`config.mk`:
```
export PLATFORM = sky130hd
export DESIGN_NAME = radar_position_frame_builder_unit
export DESIGN_NICKNAME = d
export VERILOG_FILES = /design/src/sv/rpfb_pkg.sv /design/src/sv/radar_position_frame_builder_unit.sv /design/src/sv/rpfb_front.sv /design/src/sv/rpfb_queue.sv /design/src/sv/rpfb_back.sv
export SDC_FILE = /design/constraint.sdc
export NUM_CORES = 1
export LEC_CHECK = 0
export BUFFER_PORTS_ARGS = -buffer_cell sky130_fd_sc_hd__buf_2
export CORE_MARGIN = 4
export CORE_UTILIZATION = 45
export CTS_CLUSTER_DIAMETER = 150
export DETAILED_ROUTE_END_ITERATION = 7
export PLACE_DENSITY = 0.68
export SYNTH_ARGS = -nofsm -noshare
export SYNTH_HDL_FRONTEND = slang
export SYNTH_SLANG_ARGS = --single-unit
export TNS_END_PERCENT = 30
```
`constraint.sdc`:
```
create_clock -name clk -period 16 [get_ports clk]
set_input_delay 1.6 -clock clk [delete_from_list [all_inputs] [get_ports clk]]
set_output_delay 1.6 -clock clk [all_outputs]
set_load 0.005 [all_outputs]
```
`src/sv/rpfb_pkg.sv`:
```
`default_nettype none
package rpfb_pkg;

  localparam int FRAME_BYTES   = 28;
  localparam int PAYLOAD_BYTES = 19;
  localparam int POS_W         = 5;
  localparam int QUEUE_DEPTH   = 2;

  localparam logic [7:0] CRC_POLY  = 8'hD5;
  localparam logic [7:0] CRC_MSB   = 8'h80;
  localparam logic [7:0] SOF_DOLLAR = 8'h24;
  localparam logic [7:0] SOF_X      = 8'h58;
  localparam logic [7:0] SOF_DIR    = 8'h3C;
  localparam logic [7:0] FLAG_BYTE  = 8'h00;
  localparam logic [7:0] LEN_LO     = 8'(PAYLOAD_BYTES);
  localparam logic [7:0] LEN_HI     = 8'h00;

  // Byte positions within one frame
  localparam logic [POS_W-1:0] POS_SOF0    = 5'd0;
  localparam logic [POS_W-1:0] POS_SOF1    = 5'd1;
  localparam logic [POS_W-1:0] POS_SOF2    = 5'd2;
  localparam logic [POS_W-1:0] POS_FLAG    = 5'd3;
  localparam logic [POS_W-1:0] POS_CMD_LO  = 5'd4;
  localparam logic [POS_W-1:0] POS_CMD_HI  = 5'd5;
  localparam logic [POS_W-1:0] POS_LEN_LO  = 5'd6;
  localparam logic [POS_W-1:0] POS_LEN_HI  = 5'd7;
  localparam logic [POS_W-1:0] POS_PAYLOAD = 5'd8;
  localparam logic [POS_W-1:0] POS_CRC     = 5'(FRAME_BYTES - 1);

  // Register indexes of the configuration port
  localparam logic [1:0] REG_TIMEOUT = 2'd0;
  localparam logic [1:0] REG_COMMAND = 2'd1;
  localparam logic [1:0] REG_ARMED   = 2'd2;

  localparam logic [19:0] TIMEOUT_RESET = 20'd5000;
  localparam logic [15:0] COMMAND_RESET = 16'd4107;
  localparam logic [7:0]  ARMED_RESET   = 8'd1;

  localparam logic signed [31:0] ALT_SCALE   = 32'sd100;
  // floor(x / 10) == (x * 6554) >> 16 for every 12-bit x
  localparam logic [25:0]        COURSE_RECIP = 26'd6554;
  localparam logic [7:0]         QUALITY_MAX  = 8'd4;

  typedef struct packed {
    logic [19:0] link_timeout;
    logic [15:0] command_id;
    logic [7:0]  armed_mask;
  } rpfb_cfg_t;

  typedef logic [PAYLOAD_BYTES-1:0][7:0] rpfb_payload_t;

endpackage
`default_nettype wire

```
`src/sv/radar_position_frame_builder_unit.sv`:
```
`default_nettype none
// Radar position frame builder. Each accepted request (one peer position
// record) becomes a 28-byte framed message on the output channel, one byte
// per request there, with last high on the closing CRC-8 byte. The frame is
// '$' 'X' '<', flag 0, command word, length 19, the 19-byte payload and a
// CRC-8 (poly 0xD5, init 0) over flag through payload. A record is held in
// the front end register, where its fields are converted and the link
// quality graded on the way into a small record queue, so new records are
// taken while a frame is still going out, until the queue fills; the back end
// serializer sends one byte per cycle while out_ready allows it. When the
// queue is empty, the first byte of a frame passes the front end register,
// a queue entry and the output byte register. Configuration writes are
// registered and must be made while no frame is in flight.
module radar_position_frame_builder_unit
  import rpfb_pkg::*;
#(
  parameter int QUEUE_DEPTH_P = QUEUE_DEPTH
) (
  input  wire logic              clk,
  input  wire logic              rst,
  input  wire logic              cfg_write_en,
  input  wire logic [1:0]        cfg_index,
  input  wire logic [19:0]       cfg_data,
  input  wire logic              in_valid,
  output logic                   in_ready,
  input  wire logic [7:0]        slot_id,
  input  wire logic [7:0]        peer_flags,
  input  wire logic signed [31:0] latitude,
  input  wire logic signed [31:0] longitude,
  input  wire logic signed [15:0] altitude_m,
  input  wire logic [11:0]       course_tenths,
  input  wire logic [15:0]       ground_speed,
  input  wire logic [31:0]       last_seen_ms,
  input  wire logic [31:0]       now_ms,
  output logic                   out_valid,
  input  wire logic              out_ready,
  output logic [7:0]             out_byte,
  output logic                   last
);

  rpfb_cfg_t     cfg;
  logic          push_valid;
  logic          push_ready;
  rpfb_payload_t push_data;
  logic          pop_valid;
  logic          pop_ready;
  rpfb_payload_t pop_data;

  // Hold configuration; writes to an unused index drop silently
  always_ff @(posedge clk) begin
    if (rst) begin
      cfg.link_timeout <= TIMEOUT_RESET;
      cfg.command_id   <= COMMAND_RESET;
      cfg.armed_mask   <= ARMED_RESET;
    end else if (cfg_write_en) begin
      unique case (cfg_index)
        REG_TIMEOUT: cfg.link_timeout <= cfg_data;
        REG_COMMAND: cfg.command_id   <= cfg_data[15:0];
        REG_ARMED:   cfg.armed_mask   <= cfg_data[7:0];
        default: begin
        end
      endcase
    end
  end

  // Front end: capture the record, convert fields, grade the link
  rpfb_front u_front (
    .clk           (clk),
    .rst           (rst),
    .cfg           (cfg),
    .in_valid      (in_valid),
    .in_ready      (in_ready),
    .slot_id       (slot_id),
    .peer_flags    (peer_flags),
    .latitude      (latitude),
    .longitude     (longitude),
    .altitude_m    (altitude_m),
    .course_tenths (course_tenths),
    .ground_speed  (ground_speed),
    .last_seen_ms  (last_seen_ms),
    .now_ms        (now_ms),
    .push_valid    (push_valid),
    .push_ready    (push_ready),
    .push_data     (push_data)
  );

  // Record queue: lets the front accept while a frame is still going out
  rpfb_queue #(
    .DEPTH (QUEUE_DEPTH_P)
  ) u_queue (
    .clk        (clk),
    .rst        (rst),
    .push_valid (push_valid),
    .push_ready (push_ready),
    .push_data  (push_data),
    .pop_valid  (pop_valid),
    .pop_ready  (pop_ready),
    .pop_data   (pop_data)
  );

  // Back end: serialize the frame and run the CRC; pop after the CRC byte
  rpfb_back u_back (
    .clk       (clk),
    .rst       (rst),
    .cfg       (cfg),
    .pop_valid (pop_valid),
    .pop_ready (pop_ready),
    .pop_data  (pop_data),
    .out_valid (out_valid),
    .out_ready (out_ready),
    .out_byte  (out_byte),
    .last      (last)
  );

endmodule
`default_nettype wire

```
`src/sv/rpfb_front.sv`:
```
`default_nettype none
module rpfb_front
  import rpfb_pkg::*;
(
  input  wire logic              clk,
  input  wire logic              rst,
  input  wire rpfb_cfg_t         cfg,
  input  wire logic              in_valid,
  output logic                   in_ready,
  input  wire logic [7:0]        slot_id,
  input  wire logic [7:0]        peer_flags,
  input  wire logic signed [31:0] latitude,
  input  wire logic signed [31:0] longitude,
  input  wire logic signed [15:0] altitude_m,
  input  wire logic [11:0]       course_tenths,
  input  wire logic [15:0]       ground_speed,
  input  wire logic [31:0]       last_seen_ms,
  input  wire logic [31:0]       now_ms,
  output logic                   push_valid,
  input  wire logic              push_ready,
  output rpfb_payload_t          push_data
);

  logic               s1_valid;
  logic [7:0]         s1_slot;
  logic [7:0]         s1_flags;
  logic [31:0]        s1_lat;
  logic [31:0]        s1_lon;
  logic signed [15:0] s1_alt;
  logic [11:0]        s1_course;
  logic [15:0]        s1_speed;
  logic [31:0]        s1_age;

  logic               accept;
  logic signed [31:0] alt_ext;
  logic signed [31:0] alt_cm;
  logic [25:0]        course_prod;
  logic [15:0]        heading;
  logic               expired;
  logic [21:0]        age_x4;
  logic [21:0]        t1;
  logic [21:0]        t2;
  logic [21:0]        t3;
  logic [7:0]         bucket;
  logic [7:0]         quality;
  logic [7:0]         armed;

  assign accept     = in_valid && in_ready;
  assign in_ready   = !s1_valid || push_ready;
  assign push_valid = s1_valid;

  always_ff @(posedge clk) begin
    if (rst) begin
      s1_valid <= 1'b0;
    end else if (accept) begin
      s1_valid <= 1'b1;
    end else if (push_ready) begin
      s1_valid <= 1'b0;
    end
    if (accept) begin
      s1_slot   <= slot_id;
      s1_flags  <= peer_flags;
      s1_lat    <= latitude;
      s1_lon    <= longitude;
      s1_alt    <= altitude_m;
      s1_course <= course_tenths;
      s1_speed  <= ground_speed;
      s1_age    <= now_ms - last_seen_ms;
    end
  end

  assign alt_ext     = {{16{s1_alt[15]}}, s1_alt};
  assign alt_cm      = alt_ext * ALT_SCALE;
  assign course_prod = {14'd0, s1_course} * COURSE_RECIP;
  assign heading     = {6'd0, course_prod[25:16]};

  // Age is below the timeout whenever quality is nonzero, so 20 bits suffice
  assign expired = (cfg.link_timeout == '0) || (s1_age >= {12'd0, cfg.link_timeout});
  assign age_x4  = {s1_age[19:0], 2'b00};
  assign t1      = {2'b00, cfg.link_timeout};
  assign t2      = {1'b0, cfg.link_timeout, 1'b0};
  assign t3      = t1 + t2;

  always_comb begin
    priority if (age_x4 >= t3) begin
      bucket = 8'd3;
    end else if (age_x4 >= t2) begin
      bucket = 8'd2;
    end else if (age_x4 >= t1) begin
      bucket = 8'd1;
    end else begin
      bucket = 8'd0;
    end
  end

  assign quality = expired ? 8'd0 : (QUALITY_MAX - bucket);
  assign armed   = ((s1_flags & cfg.armed_mask) != '0) ? 8'd1 : 8'd0;

  always_comb begin
    push_data[0]  = s1_slot;
    push_data[1]  = armed;
    push_data[2]  = s1_lat[7:0];
    push_data[3]  = s1_lat[15:8];
    push_data[4]  = s1_lat[23:16];
    push_data[5]  = s1_lat[31:24];
    push_data[6]  = s1_lon[7:0];
    push_data[7]  = s1_lon[15:8];
    push_data[8]  = s1_lon[23:16];
    push_data[9]  = s1_lon[31:24];
    push_data[10] = alt_cm[7:0];
    push_data[11] = alt_cm[15:8];
    push_data[12] = alt_cm[23:16];
    push_data[13] = alt_cm[31:24];
    push_data[14] = heading[7:0];
    push_data[15] = heading[15:8];
    push_data[16] = s1_speed[7:0];
    push_data[17] = s1_speed[15:8];
    push_data[18] = quality;
  end

endmodule
`default_nettype wire

```
`src/sv/rpfb_queue.sv`:
```
`default_nettype none
module rpfb_queue
  import rpfb_pkg::*;
#(
  parameter int DEPTH = QUEUE_DEPTH
) (
  input  wire logic          clk,
  input  wire logic          rst,
  input  wire logic          push_valid,
  output logic               push_ready,
  input  wire rpfb_payload_t push_data,
  output logic               pop_valid,
  input  wire logic          pop_ready,
  output rpfb_payload_t      pop_data
);

  localparam int PTR_W = (DEPTH > 1) ? $clog2(DEPTH) : 1;
  localparam int CNT_W = $clog2(DEPTH + 1);

  rpfb_payload_t    entries [DEPTH];
  logic [PTR_W-1:0] wr_ptr;
  logic [PTR_W-1:0] rd_ptr;
  logic [CNT_W-1:0] count;
  logic             do_push;
  logic             do_pop;

  assign push_ready = (count != CNT_W'(DEPTH));
  assign pop_valid  = (count != '0);
  assign do_push    = push_valid && push_ready;
  assign do_pop     = pop_valid && pop_ready;
  assign pop_data   = entries[rd_ptr];

  always_ff @(posedge clk) begin
    if (rst) begin
      wr_ptr <= '0;
      rd_ptr <= '0;
      count  <= '0;
    end else begin
      if (do_push) begin
        wr_ptr <= (wr_ptr == PTR_W'(DEPTH - 1)) ? '0 : wr_ptr + 1'b1;
      end
      if (do_pop) begin
        rd_ptr <= (rd_ptr == PTR_W'(DEPTH - 1)) ? '0 : rd_ptr + 1'b1;
      end
      if (do_push && !do_pop) begin
        count <= count + 1'b1;
      end else if (do_pop && !do_push) begin
        count <= count - 1'b1;
      end
    end
    if (do_push) begin
      entries[wr_ptr] <= push_data;
    end
  end

endmodule
`default_nettype wire

```
`src/sv/rpfb_back.sv`:
```
`default_nettype none
module rpfb_back
  import rpfb_pkg::*;
(
  input  wire logic          clk,
  input  wire logic          rst,
  input  wire rpfb_cfg_t     cfg,
  input  wire logic          pop_valid,
  output logic               pop_ready,
  input  wire rpfb_payload_t pop_data,
  output logic               out_valid,
  input  wire logic          out_ready,
  output logic [7:0]         out_byte,
  output logic               last
);

  function automatic logic [7:0] crc_update(input logic [7:0] crc, input logic [7:0] b);
    logic [7:0] v;
    v = crc ^ b;
    for (int k = 0; k < 8; k++) begin
      v = ((v & CRC_MSB) != '0) ? ((v << 1) ^ CRC_POLY) : (v << 1);
    end
    return v;
  endfunction

  logic [POS_W-1:0] pos;
  logic [7:0]       crc;
  logic             advance;
  logic             at_end;
  logic             in_crc;
  logic [POS_W-1:0] pay_idx;
  logic [7:0]       byte_sel;

  assign advance   = pop_valid && (!out_valid || out_ready);
  assign at_end    = (pos == POS_CRC);
  assign pop_ready = advance && at_end;
  assign in_crc    = (pos >= POS_FLAG) && (pos < POS_CRC);
  assign pay_idx   = pos - POS_PAYLOAD;

  always_comb begin
    priority if (pos == POS_SOF0) begin
      byte_sel = SOF_DOLLAR;
    end else if (pos == POS_SOF1) begin
      byte_sel = SOF_X;
    end else if (pos == POS_SOF2) begin
      byte_sel = SOF_DIR;
    end else if (pos == POS_FLAG) begin
      byte_sel = FLAG_BYTE;
    end else if (pos == POS_CMD_LO) begin
      byte_sel = cfg.command_id[7:0];
    end else if (pos == POS_CMD_HI) begin
      byte_sel = cfg.command_id[15:8];
    end else if (pos == POS_LEN_LO) begin
      byte_sel = LEN_LO;
    end else if (pos == POS_LEN_HI) begin
      byte_sel = LEN_HI;
    end else if (pos < POS_CRC) begin
      byte_sel = pop_data[pay_idx];
    end else begin
      byte_sel = crc;
    end
  end

  always_ff @(posedge clk) begin
    if (rst) begin
      pos       <= '0;
      crc       <= '0;
      out_valid <= 1'b0;
    end else if (advance) begin
      out_valid <= 1'b1;
      pos       <= at_end ? '0 : pos + 1'b1;
      if (at_end) begin
        crc <= '0;
      end else if (in_crc) begin
        crc <= crc_update(crc, byte_sel);
      end
    end else if (out_ready) begin
      out_valid <= 1'b0;
    end
    if (advance) begin
      out_byte <= byte_sel;
      last     <= at_end;
    end
  end

endmodule
`default_nettype wire
```
Word level (Yosys, flattened, before mapping)
Memory sizes are Yosys's and may differ from the RTL's. A register that Yosys moved wholly into a read port is not among the register bits.
Index checks and enable logic that the tools add are counted.
Widths: inputs -> output; s select.
{ "totals": {"regBits": 228, "mem_bits_rw": 272, "inputBits": 215, "n_memories": 1, "out_inout_bits": 11, "word_cells": 127} }
{ "mem_list": {"columns": ["memory", "words", "word_bits", "rd", "rd_clocked_by_memory_dff", "write_ports", "line_no", "source"], "rows": [
  ["u_queue.entries", 2, 136, 1, 1, 1, "rpfb_queue.sv:20", "rpfb_payload_t entries [DEPTH];"]
]} }
{ "op_classes": {"eq_ne": 11, "addsub": 9, "n_mux": 39, "n_lt_le_gt_ge": 7, "bitwise": 10, "n_mul": 2, "n_reduce_logical": 28} }
{ "op_table": {"columns": ["cell", "count"], "rows": [
  ["$mux 8", 23],
  ["$bmux 8 s5", 1],
  ["$not 5->5", 8],
  ["$ge 32x20->1", 1],
  ["$sub 32x32->32", 1],
  ["$mul 12x12->24 const B", 1],
  ["$add 20x21->22", 1],
  ["$ge 22x20->1", 1],
  ["$ge 22x21->1", 1],
  ["$ge 22x22->1", 1],
  ["$mul 16x6->22 const B", 1],
  ["$eq 5x3->1 const B", 4],
  ["$logic_not 20->1", 1],
  ["$mux 1", 12],
  ["$eq 5x2->1 const B", 2],
  ["$reduce_bool 2->1", 5],
  ["$and 8x8->8", 1],
  ["$logic_and 1x1->1", 8],
  ["$reduce_and 2->1", 4],
  ["$reduce_bool 8->1", 1],
  ["$sub 3x8->8 const A", 1],
  ["$xor 8x8->8", 1],
  ["$lt 5x6->1 const B", 1],
  ["$add 5x1->5 const B", 1],
  ["other kinds (17)", 24]
]} }

Depth between registers and ports, before layout
Gate-level depths: netlist of the first run.
{ "depth": {"ltp_word": 31, "ltp_mapped": 21} }

Hierarchy
From an unflattened synthesis of the first run, not the netlist that was laid out.
{ "hier_totals": {"cells_unflattened": 2349, "area_unflattened_um2": 30645.6} }
{ "modules_own_cells": {"columns": ["module", "cells_each", "area_per_inst_um2", "seq_area_each_um2", "instances"], "rows": [
  ["rpfb_front", 1300, 13938.4, 4704.5, 1],
  ["rpfb_queue", 497, 11511.0, 9228.9, 1],
  ["rpfb_back", 376, 3365.7, 550.5, 1],
  ["radar_position_frame_builder_unit", 176, 1830.5, 880.8, 1]
]} }

Worst setup path before layout of the first run
Ideal clock, no wire load.
{ "synth_timing": {"path_kind": "register to register", "from": "register u_queue.count[0]", "to": "memory u_queue.entries[0][0] (netlist name) (enable)", "t_arrival_ns": 5.734, "required_ns": 15.394, "synth_period_minus_slack_ns": 6.340, "path_slack_ns": 9.660, "n_path_buf": 0, "path_stages_with_launch": 4, "cell_sequence": "dfxtp_1 nand2b_1 nand2_1 nor2_1"} }
{ "synth_between": {"elab_chain_len": 4} }
{ "synth_lines": {"columns": ["item", "line_no", "source"], "rows": [
  ["start, declared", "rpfb_queue.sv:23", "logic [CNT_W-1:0] count;"],
  ["start signal, assigned", "rpfb_queue.sv:46", "count <= count + 1'b1;"],
  ["start signal, assigned", "rpfb_queue.sv:48", "count <= count - 1'b1;"],
  ["$ne 2x2->1", "rpfb_queue.sv:27", "assign push_ready = (count != CNT_W'(DEPTH));"],
  ["$logic_and 1x1->1", "rpfb_queue.sv:29", "assign do_push = push_valid && push_ready;"],
  ["$mux 1", "rpfb_queue.sv:51", "if (do_push) begin"],
  ["$mux 1 (not written as such)", "rpfb_queue.sv:52", "entries[wr_ptr] <= push_data;"],
  ["end, declared", "rpfb_queue.sv:20", null]
]} }
No other way between the ends.

==> metrics.md, run 1 <==
| Metric | Value |
|---|---|
| End of the critical path | u_queue.entries[1][111] |
| Setup TNS | 0 ns |
| Post-synth top cells | edfxtp_1 (411), ha_1 (280), inv_1 (237), nand2_1 (128), a21oi_1 (113) |
| R2R depth | 16 |
| Max Slew Vio Count | 0 |
| GPL Wtd Cong | between 0.8 and 0.9 |
| Register area share after synthesis | between 50% and 60% |
| Area of the multi-input gates | 11600 sq um |
| Share of cells above drive strength 1 | approximately 17% |
| Mux cell area share after synthesis | 6.10% |
| CTS tree | built |
| Rows | 88 |
| Number of DRC markers in iteration 0 | around 1100 |
| Critical Path RT | between 15 and 20 ns |
| Critical path class | flop to flop |
| Critical Path Start | u_front.s1_course[2] |
| FFs w/ async S/R, synth | 0% |
| Worst path cell trace | ha_1 -> inv_1 -> fa_1 -> fa_1 -> inv_1 -> fa_1 -> fa_1 -> ha_1 -> and3_1 -> a221oi_1 -> o21ai_0 -> a41o_1 -> o211a_1 -> o31a_1 -> o41ai_1 -> xnor2_1 |
| Area added between synthesis and finish | 13.1% |
| DIE AREA | between 60000 and 70000 sq um |
| IO Count | about 230 |
| Max VDD drop | 0.104 mV |
| Starting Density | 45.7% |
| Area share of the largest cell type after synthesis | 46.7% |
| Synth Area in Simple Gates | 7.61% |
| Total chip power | around 3.5 mW |
| Slowest stage cell on the critical path | fa_1 |
| Clock transition at path regs | roughly 0.07 ns |
| DR WL/cell | 18.5 um |
| Crit start category | flop |
| Synth Area in Compound Gates | a little under a tenth |
| Drt total wl | 57.2 mm |
| Distinct cells, synth | around 90 |
| TritonCTS Buffers | 49 |
| Number of gates resized after cts | 0 |
| CP arrival | between 5 and 6 ns |
| CP endpoint kind | flop |
| Setup Fix Bufs, Post-CTS | 0 |
| Worst r2r dst | u_queue.entries[1][111] |
| Post-route ant nets | 0 |
| Fin crit share | between 30% and 40% |
| Cell Area, Placed | 28300 sq um |
| Dpl ws | approximately 10 ns |
| Most numerous cell in the Yosys netlist | edfxtp_1 |
| Area contributors post-synth | edfxtp_1 (47%), ha_1 (13%), dfxtp_1 (4.8%) |
| Slew headroom | a little under a quarter |
| Crit-path max FO | 5 |
| Worst skew pair latency | around 0.6 ns |
| Pleak | approximately 12 nW |
| Largest family of logic cells by synthesized area | adder cells |
| Synth warn | 0 |
| GRT overflow | 0 |
| Filler cells | between 5000 and 6000 |
| Hold Path Class | flop to flop |
| Final setup violation count | 0 |
| Pin count of the biggest net entering global routing | around 80 |
| PwrDens | ~120 nW/um^2 |
| Initial antenna violation count | 5 |
| Die width | between 200 and 300 um |
| Finished Cell Area | approximately 30000 sq um |
| Top cell type by total area after synthesis | edfxtp_1 |
| Number of global-route vias before repair | 17221 |
| Synth Net Count | roughly 2600 |
| DP Wirelength | about 43 mm |
| R2R setup slack | ~10 ns |
| Clock sink total | approximately 480 |
| Yosys reg bits | 475 |
| Max incr delay on CP | about 0.54 ns |
| RR Startpoint | u_front.s1_course[2] |
| Hold Path Origin | u_front.s1_speed[7] |
| Placed instance count | 3005 |
| Final Hold Fails | 0 |
| Number of synthesized flops with an enable pin | approximately 400 |
| I/O Buffers | 225 |
| CP most frequent cell | fa_1 |
| Reg area | 13600 sq um |
| Vias | about 17000 |
| Pre-antenna DRT Iters | 5 |
| Final worst slack | between 10 and 15 ns |
| Final Util | about half |
| DRC | 0 |
| Clock skew | approximately 0.023 ns |
| Status | complete, no violations |
| Die Y | 250 um |
| CTS Root Cell | clkbuf_16 |
| Global-route wire length before repair | 91.4 mm |
| Syn Inst Count | 2055 |
| Hold buffer count at cts | 0 |
| Ys flop type | edfxtp_1 |
| Total Nets Final | around 2800 |
| RSZ-0062 raised after global routing | no |
| Via density | 5.40 |
| Least-Margin Pin Slew | between 1 and 1.5 ns |
| Core Region | slightly below 60000 sq um |
| Post-Synth XOR/XNOR Area | ~3.4% |
| Post-synthesis adder-cell area fraction | between 15 and 20% |
| FMAX | approximately 180 MHz |
| Total track usage | between 10% and 20% |
| Hold WS | 0.446 ns |
| H-Tree Depth | 2 |
| CTS max path bufs | 3 |
| Post-Syn Area | 26400 sq um |
| Final std cells w/o fill | between 3000 and 4000 |
| Max_cap viols | 0 |
| Period minus WS final | between 5 and 6 ns |
| Mapped Avg Cell Area | 12.9 sq um |
-- power by group --
| group | internal (mW) | total (mW) | switching (mW) |
|---|---|---|---|
| Clock | 0.662 | 1.13 | 0.465 |
| Combinational | 0.359 | 0.855 | 0.496 |
| Sequential | 1.49 | 1.53 | 0.0410 |
-- how the worst min path moves through the flow --
stage               slack, ns                       to  depth (start not counted)
floorplan                0.42    u_queue.entries[0][0]                          0
global placement         0.42  u_queue.entries[1][115]                          0
detailed placement       0.43  u_queue.entries[0][122]                          0
CTS                      0.44  u_queue.entries[0][113]                          0
global route             0.45  u_queue.entries[0][113]                          0
finish                   0.45  u_queue.entries[0][119]                          0
-- critical path, delay by kind of cell, from the launching register on --
kind	cells	cell delay [ns]
adders and majority gates	6	2.70
AOI/OAI and AO/OA	6	1.63
DFF	1	0.47
and+or+nand+nor	1	0.20
xor gates and xnor gates	1	0.14
buffers and inverters	2	0.12
-- flip-flops by register name (all words and copies together) (netlist names), named ones only --
name / count
u_queue.entries: 246
cfg: 44
u_front.s1_age: 32
u_front.s1_lat: 32
u_front.s1_lon: 32
u_front.s1_alt: 16
u_front.s1_speed: 16
u_front.s1_course: 12
u_back.crc: 8
u_back.out_byte: 8
u_front.s1_flags: 8
u_front.s1_slot: 8
u_back.pos: 5
u_queue.count: 2
u_back.last: 1
u_back.out_valid: 1
u_front.push_valid: 1
u_queue.rd_ptr: 1
u_queue.wr_ptr: 1
-- layout make-up --
| class | instances | share of cell area [%] |
|---|---|---|
| Inverter | 239 | 3.00 |
| Antenna cell | 6 | 0.0502 |
| Timing Repair Buffer | 236 | 4.04 |
| Multi-Input combinational cell | 1290 | 38.8 |
| Clock buffer | 66 | 4.55 |
| Sequential cell | 475 | 45.6 |
| Tap cell | 765 | 3.20 |
| Clock inverter | 22 | 0.799 |
-- per-layer routing --
metal  track usage [%]  routed length, um  up-vias
li1                  -                  -     8034
met1              24.5              24900     8182
met2              29.8              27400      408
met3              3.58               3380       94
met4              5.23               1470        2
met5                 0                 13        -
-- cells in the final DEF (no fill, tap or decap), drive strengths merged, types with 8 or more instances in the layout --
cell,instances
a31oi,10
nand2,128
and2,10
a22oi,11
xnor2,67
o211ai,8
nand3,30
nor2,83
o21bai,15
mux4,53
ha,280
fa,54
o21ai,44
o21a,19
clkinv,18
clkbuf,66
buf,236
a221oi,9
mux2i,24
nand3b,9
a211o,13
nand2b,19
nor2b,13
nand4,12
nor3b,8
and3,8
nor3,45
or3,11
a21o,46
mux2,14
inv,239
a21oi,114
a211oi,15
xor2,24
dfxtp,64
edfxtp,411
a2111oi,8
-- cells by family (layout without fill, tap and decap cells) --
logic type / count (synthesis) / in the layout
multiplexers: 91 / 91
XOR/XNOR: 93 / 93
AND/OR/NAND/NOR: 407 / 407
buffers and inverters: 290 / 563
other: 0 / 6
flip-flops: 475 / 475
AO/OA/AOI/OAI: 365 / 365
adder cells (fa/ha/maj): 334 / 334
Note: power is estimated with default switching activity, not from simulation.
==> run 2, diff against run 1 <==
==> constraint.sdc (replaced) <==
create_clock -name clk -period 5.15 [get_ports clk]
set_input_delay 0.515 -clock clk [delete_from_list [all_inputs] [get_ports clk]]
set_output_delay 0.515 -clock clk [all_outputs]
set_load 0.005 [all_outputs]
==> run 2 against run 1 <==
Sequential share of layout area fell by 0.55 points; clock skew barely moved; critical endpoint unchanged; largest cell class unchanged; via count rose by 0.58%; first-iteration DRC count fell by 14%; sequential power rose to 3.1 times the previous value; clock-buffer cell count fell by 6; largest power group unchanged; combinational power rose to 3.2 times the previous value; critical path depth did not move; flip-flop and latch count did not move; worst setup slack got worse by 10 ns; core utilization rose by 0.64 points.
==> metrics.md, run 2 (synthesis results as in run 1) <==
| Metric | Value |
|---|---|
| Number of DRC markers in iteration 0 | 972 (-14%) |
| Initial antenna violation count | 2 (-3) |
| CP endpoint kind | flop |
| Vias | 16817 (+0.58%) |
| Pleak | 12.5 nW (+1.3%) |
| Final worst slack | 0.0758 ns (-10.41 ns) |
| Total Nets Final | 2869 (+1.0%) |
| RSZ-0062 raised after global routing | yes |
| Crit-path max FO | 3 (-2) |
| Starting Density | 45.7% (unchanged) |
| Internal power | 7.84 mW (+210%) |
| Least-Margin Pin Slew | 1.18 ns (+0.0381 ns) |
| Area added between synthesis and finish | 14.5% |
| CTS max path bufs | 3 (unchanged) |
| Rows | 88 (unchanged) |
| Pin count of the biggest net entering global routing | 124 (+59%) |
| Max VDD drop | 0.288 mV (+180%) |
| Dpl ws | -0.276 ns (-10.71 ns) |
| CTS tree | built |
| Hold buffer count at cts | 0 (unchanged) |
| Comb pwr share | 25.1% (+0.8 points) |
| CP arrival | 5.40 ns (-0.45 ns) |
| Final Hold Fails | 0 (unchanged) |
| Clock share of power | 31.4% (-0.7 points) |
| Clock sink total | 475 (unchanged) |
| GPL Wtd Cong | 0.890 (+2.6%) |
| Worst skew pair latency | 0.60 ns (about the same) |
| Die width | 250 um (unchanged) |
| H-Tree Depth | 2 (unchanged) |
| Max Slew Vio Count | 0 (unchanged) |
| Placed instance count | 3031 (+0.87%) |
| Drt total wl | 57.2 mm (about the same) |
| Top flop regs | u_queue.entries x246, cfg x44 |
| Final Util | 52.3% (+0.64 points) |
| Total chip power | 11.0 mW (+210%) |
| Crit start category | flop |
| Via density | 5.38 (-0.29%) |
| P_sw | 3.13 mW (+210%) |
| Pre-antenna DRT Iters | 5 (unchanged) |
| Die Y | 250 um (unchanged) |
| Final std cells w/o fill | 3126 (+0.87%) |
| Hold Path Class | input pin to flop |
| Max reg flops | 246 (unchanged) |
| Number of global-route vias before repair | 17125 (-0.56%) |
| Commonest cells after routing, fill and taps aside | edfxtp_1 (411), ha_1 (273), inv_1 (235) |
| Global-route wire length before repair | 90.5 mm (-1.1%) |
| CTS Root Cell | clkbuf_16 |
| Core Region | 57900 sq um (unchanged) |
| Switch share | 28.5% (about the same) |
| Fin crit share | 98.5% (+64 points) |
| FMAX | 197 MHz (+8.7%) |
| Clock skew | 0.0229 ns (+0.000294 ns) |
| DR WL/cell | 18.3 um (-0.90%) |
| Commonest non-fill, non-tap cell in the layout | edfxtp_1 |
| DP Wirelength | 42.8 mm (+0.54%) |
| I/O Buffers | 225 (unchanged) |
| Share of cells above drive strength 1 | 19.2% (+1.9 points) |
| Status | complete, no violations |
| Clock transition at path regs | 0.06 ns (about the same) |
| Critical path class | flop to flop |
| Biggest register | u_queue.entries |
| Total track usage | 17.9% (-0.17 points) |
| Period minus WS final | 5.07 ns (-0.444 ns) |
| PwrDens | 362 nW/um^2 (+210%) |
| Part of the power in registers | 43.4% (-0.2 points) |
| Setup TNS | 0 ns (unchanged) |
| Max_cap viols | 0 (unchanged) |
| Critical Path RT | 5.47 ns (-10.87 ns) |
| TritonCTS Buffers | 49 (unchanged) |
| Slew headroom | 21.1% (-2.5 points) |
| DIE AREA | 62700 sq um (unchanged) |
| Post-route ant nets | 0 (unchanged) |
| IO Count | 226 (unchanged) |
| GRT overflow | 0 (unchanged) |
| DRC | 0 (unchanged) |
| Final setup violation count | 0 (unchanged) |
| R2R setup slack | 0.08 ns (-10.41 ns) |
[run 2: changes by cell type in the layout (fill, tap and decap cells not counted), moves of 3 or more]
cell | previous run | this run
buf_4 | 11 | 36
ha_1 | 280 | 273
ha_4 | 0 | 7
clkbuf_1 | 11 | 6
buf_12 | 0 | 3
clkinv_1 | 9 | 12
diode_2 | 6 | 3
[run 2: timing repair]
item	CTS	global route
endpoints found under the setup margin	8	12
gates resized for setup	10	12
pin swaps	14	10
buffers inserted	3	0
cloned	0	0
[run 2: cell type report]
type,count,area (sq um)
Inverter,239,897
Timing Repair Buffer,265,1470
Clock buffer,60,1320
Clock inverter,29,258
Fill cell,5011,27600
Tap cell,765,957
Antenna cell,3,7.51
Sequential cell,475,13600
Multi-Input combinational cell,1290,11700
[run 2: worst max-delay path, stage by stage, from the launching register on]
cell,delay [ns]
edfxtp_1,0.42
ha_1,0.35
inv_2,0.04
fa_1,0.45
fa_1,0.50
inv_1,0.05
fa_1,0.46
fa_1,0.60
ha_4,0.22
and3_4,0.18
a221oi_2,0.23
o21ai_1,0.14
a41o_1,0.27
o211a_1,0.24
o31a_1,0.29
o41ai_2,0.25
xnor2_1,0.14
[run 2: power groups by stage]
stage	combinational (mW)	clock, mW	sequential, mW
2_1_floorplan	1.90	0	4.80
3_3_place_gp	2.57	0	4.83
3_5_place_dp	2.64	0	4.84
4_1_cts	2.75	3.55	4.76
5_1_grt	3.11	3.72	4.79
6_report	2.76	3.45	4.76
[run 2: final timing paths]
check | start | end | cells after the start
worst max-delay path | u_front.s1_course[1] | u_queue.entries[1][111] | 16
worst min-delay path | altitude_m[8] | u_front.s1_alt[8] | 1
worst max register to register | u_front.s1_course[1] | u_queue.entries[1][111] | 16
worst min register to register | u_front.s1_slot[5] | u_queue.entries[1][5] | 0
[run 2: per-layer routing]
| layer | up-vias | track usage, % | wire (um) |
|---|---|---|---|
| met5 | - | 0 | 0 |
| met4 | 0 | 4.60 | 1210 |
| met2 | 435 | 30.8 | 28200 |
| met3 | 76 | 2.67 | 3080 |
| li1 | 8105 | - | - |
| met1 | 8201 | 24.0 | 24700 |
[run 2: stage by stage]
stage | instance area (sq um) | hold WS, ns
2_1_floorplan | 26400 | 0.421
3_3_place_gp | 28500 | 0.424
3_5_place_dp | 28500 | 0.434
4_1_cts | 30200 | 0.0460
5_1_grt | 30300 | 0.0560
6_report | 30300 | 0.0840
==> run 3, diff against run 2 <==
==> constraint.sdc (replaced) <==
create_clock -name clk -period 5.15 [get_ports clk]
set_input_delay 0.2575 -clock clk [delete_from_list [all_inputs] [get_ports clk]]
set_output_delay 0.2575 -clock clk [all_outputs]
set_load 0.005 [all_outputs]
==> run 3 against run 2 <==
Non-clock buffer count increased by 146; clock skew rose by 0.0020 ns; fmax about the same; final area grew 4.8%; sequential power about the same; register-to-register slack about the same; first-iteration DRC count shrank 3.1%; power up 1.0%; final cell count increased by 4.6%; core utilization is 2.5 points higher; critical path type unchanged; largest power group unchanged; highest routed layer unchanged.
==> metrics.md, run 3 (synthesis results as in run 1) <==
| Metric | Value |
|---|---|
| Total chip power | 11.1 mW (+1.0%) |
| Final setup violation count | 0 (unchanged) |
| CTS max path bufs | 3 (unchanged) |
| Finished Cell Area | 31700 sq um (+4.8%) |
| DRC | 0 (unchanged) |
| Initial antenna violation count | 0 (-2) |
| FMAX | 197 MHz (about the same) |
| Rows | 88 (unchanged) |
| Clock transition at path regs | 0.06 ns (about the same) |
| Pleak | 13.1 nW (+4.9%) |
| Slew headroom | 23.1% (+2.0 points) |
| Die Y | 250 um (unchanged) |
| Clock sink total | 475 (unchanged) |
| PwrDens | 349 nW/um^2 (-3.6%) |
| CTS Root Cell | clkbuf_16 |
| Worst skew pair latency | 0.60 ns (about the same) |
| Critical Path RT | 5.47 ns (about the same) |
| TritonCTS Buffers | 49 (unchanged) |
| Pin count of the biggest net entering global routing | 124 (unchanged) |
| RSZ-0062 raised after global routing | yes |
| Top flop regs | u_queue.entries x246, cfg x44 |
| Clock skew | 0.0249 ns (+0.00203 ns) |
| Final worst slack | 0.0711 ns (-0.00468 ns) |
| Drt total wl | 59.7 mm (+4.4%) |
| Post-route ant nets | 0 (unchanged) |
| Die width | 250 um (unchanged) |
| Max Slew Vio Count | 0 (unchanged) |
| Period minus WS final | 5.08 ns (+0.00468 ns) |
| CP endpoint kind | flop |
| H-Tree Depth | 2 (unchanged) |
| Area added between synthesis and finish | 20.0% |
| Starting Density | 45.7% (unchanged) |
| Final std cells w/o fill | 3270 (+4.6%) |
| Via density | 5.31 (-1.2%) |
| Hold Path Class | input pin to flop |
| GPL Wtd Cong | 0.890 (unchanged) |
| CP arrival | 5.40 ns (about the same) |
| Cell Area, Placed | 28500 sq um (unchanged) |
| Crit start category | flop |
| Dpl ws | -0.276 ns (unchanged) |
| Core Region | 57900 sq um (unchanged) |
| Number of global-route vias before repair | 17902 (+4.5%) |
| Fin crit share | 98.6% (about the same) |
| Number of DRC markers in iteration 0 | 942 (-3.1%) |
| DR WL/cell | 18.3 um (-0.22%) |
| Max_cap viols | 0 (unchanged) |
| I/O Buffers | 225 (unchanged) |
| GRT overflow | 0 (unchanged) |
| Total track usage | 18.7% (+0.83 points) |
| CTS tree | built |
| Max VDD drop | 0.285 mV (-0.83%) |
| Total Nets Final | 3015 (+5.1%) |
| Share of cells above drive strength 1 | 18.1% (-1.1 points) |
| DP Wirelength | 42.8 mm (unchanged) |
| Commonest non-fill, non-tap cell in the layout | edfxtp_1 |
| Placed instance count | 3031 (unchanged) |
| Biggest register | u_queue.entries |
| Least-Margin Pin Slew | 1.15 ns (-0.0294 ns) |
| IO Count | 226 (unchanged) |
| Final Hold Fails | 0 (unchanged) |
| Crit-path max FO | 3 (unchanged) |
| Commonest cells after routing, fill and taps aside | edfxtp_1 (411), ha_1 (273), inv_1 (235) |
| Critical path class | flop to flop |
| Pre-antenna DRT Iters | 5 (unchanged) |
| Global-route wire length before repair | 94.6 mm (+4.6%) |
| Vias | 17372 (+3.3%) |
| Hold WS | 0.0944 ns (+0.0104 ns) |
| Status | complete, no violations |
| DIE AREA | 62700 sq um (unchanged) |
| Max reg flops | 246 (unchanged) |
run 3: changes by cell type in the layout (fill, tap and decap cells not counted):
| cell | delta |
|---|---|
| diode_2 | -2 |
| dlygate4sd3_1 | +146 |
run 3: worst paths after layout:
| path | cells after the start | slack [ns] | start | to |
|---|---|---|---|---|
| worst max-delay path | 16 | 0.07 | u_front.s1_course[1] | u_queue.entries[1][111] |
| worst min register to register | 0 | 0.44 | u_front.s1_slot[7] | u_queue.entries[0][7] |
| worst min-delay path | 3 | 0.09 | last_seen_ms[0] | u_front.s1_age[0] |
| worst max register to register | 16 | 0.07 | u_front.s1_course[1] | u_queue.entries[1][111] |
run 3: final cells by class:
class                   count  area, sq um
diodes                      1         2.50
clock buffers              60         1320
clock inverters            29          258
fillers                  4845        26200
inverters                 239          897
multi-input cells        1290        11700
flip-flops and latches    475        13600
well taps                 765          957
repair buffers            411         2930
run 3: worst max-delay path: stages (launching register included):
cell and delay, ns:
edfxtp_1 0.42, ha_1 0.35, inv_2 0.04, fa_1 0.45, fa_1 0.50, inv_1 0.05
fa_1 0.46, fa_1 0.60, ha_4 0.22, and3_4 0.18, a221oi_2 0.23, o21ai_1 0.14
a41o_1 0.27, o211a_1 0.24, o31a_1 0.29, o41ai_2 0.25, xnor2_1 0.14
run 3: stage by stage:
step / util, % / TNS (ns)
global route: 54.8 / -0.410
CTS: 54.7 / 0
finish: 54.8 / 0
floorplan: - / -0.0751
global placement: 49.3 / -0.663
detailed placement: 49.3 / -1.23
run 3: power by group:
part | switching [mW] | internal [mW]
Clock | 1.47 | 1.99
Combinational | 1.55 | 1.30
Sequential | 0.139 | 4.62
run 3: timing repair:
item / CTS / global route
setup endpoints to repair: 8 / 12
hold endpoints to repair: 169 / 0
hold buffers: 146 / 0
pin swaps: 14 / 10
buffers inserted: 3 / 0
gates cloned: 0 / 0
gates resized for setup: 10 / 12
run 3: routing by layer:
layer	global-route usage [%]	share of wire, %	wire, um
met5	0	0	0
met4	5.06	2.3	1380
met3	2.58	4.8	2880
met2	32.8	50	30100
met1	24.6	42	25400
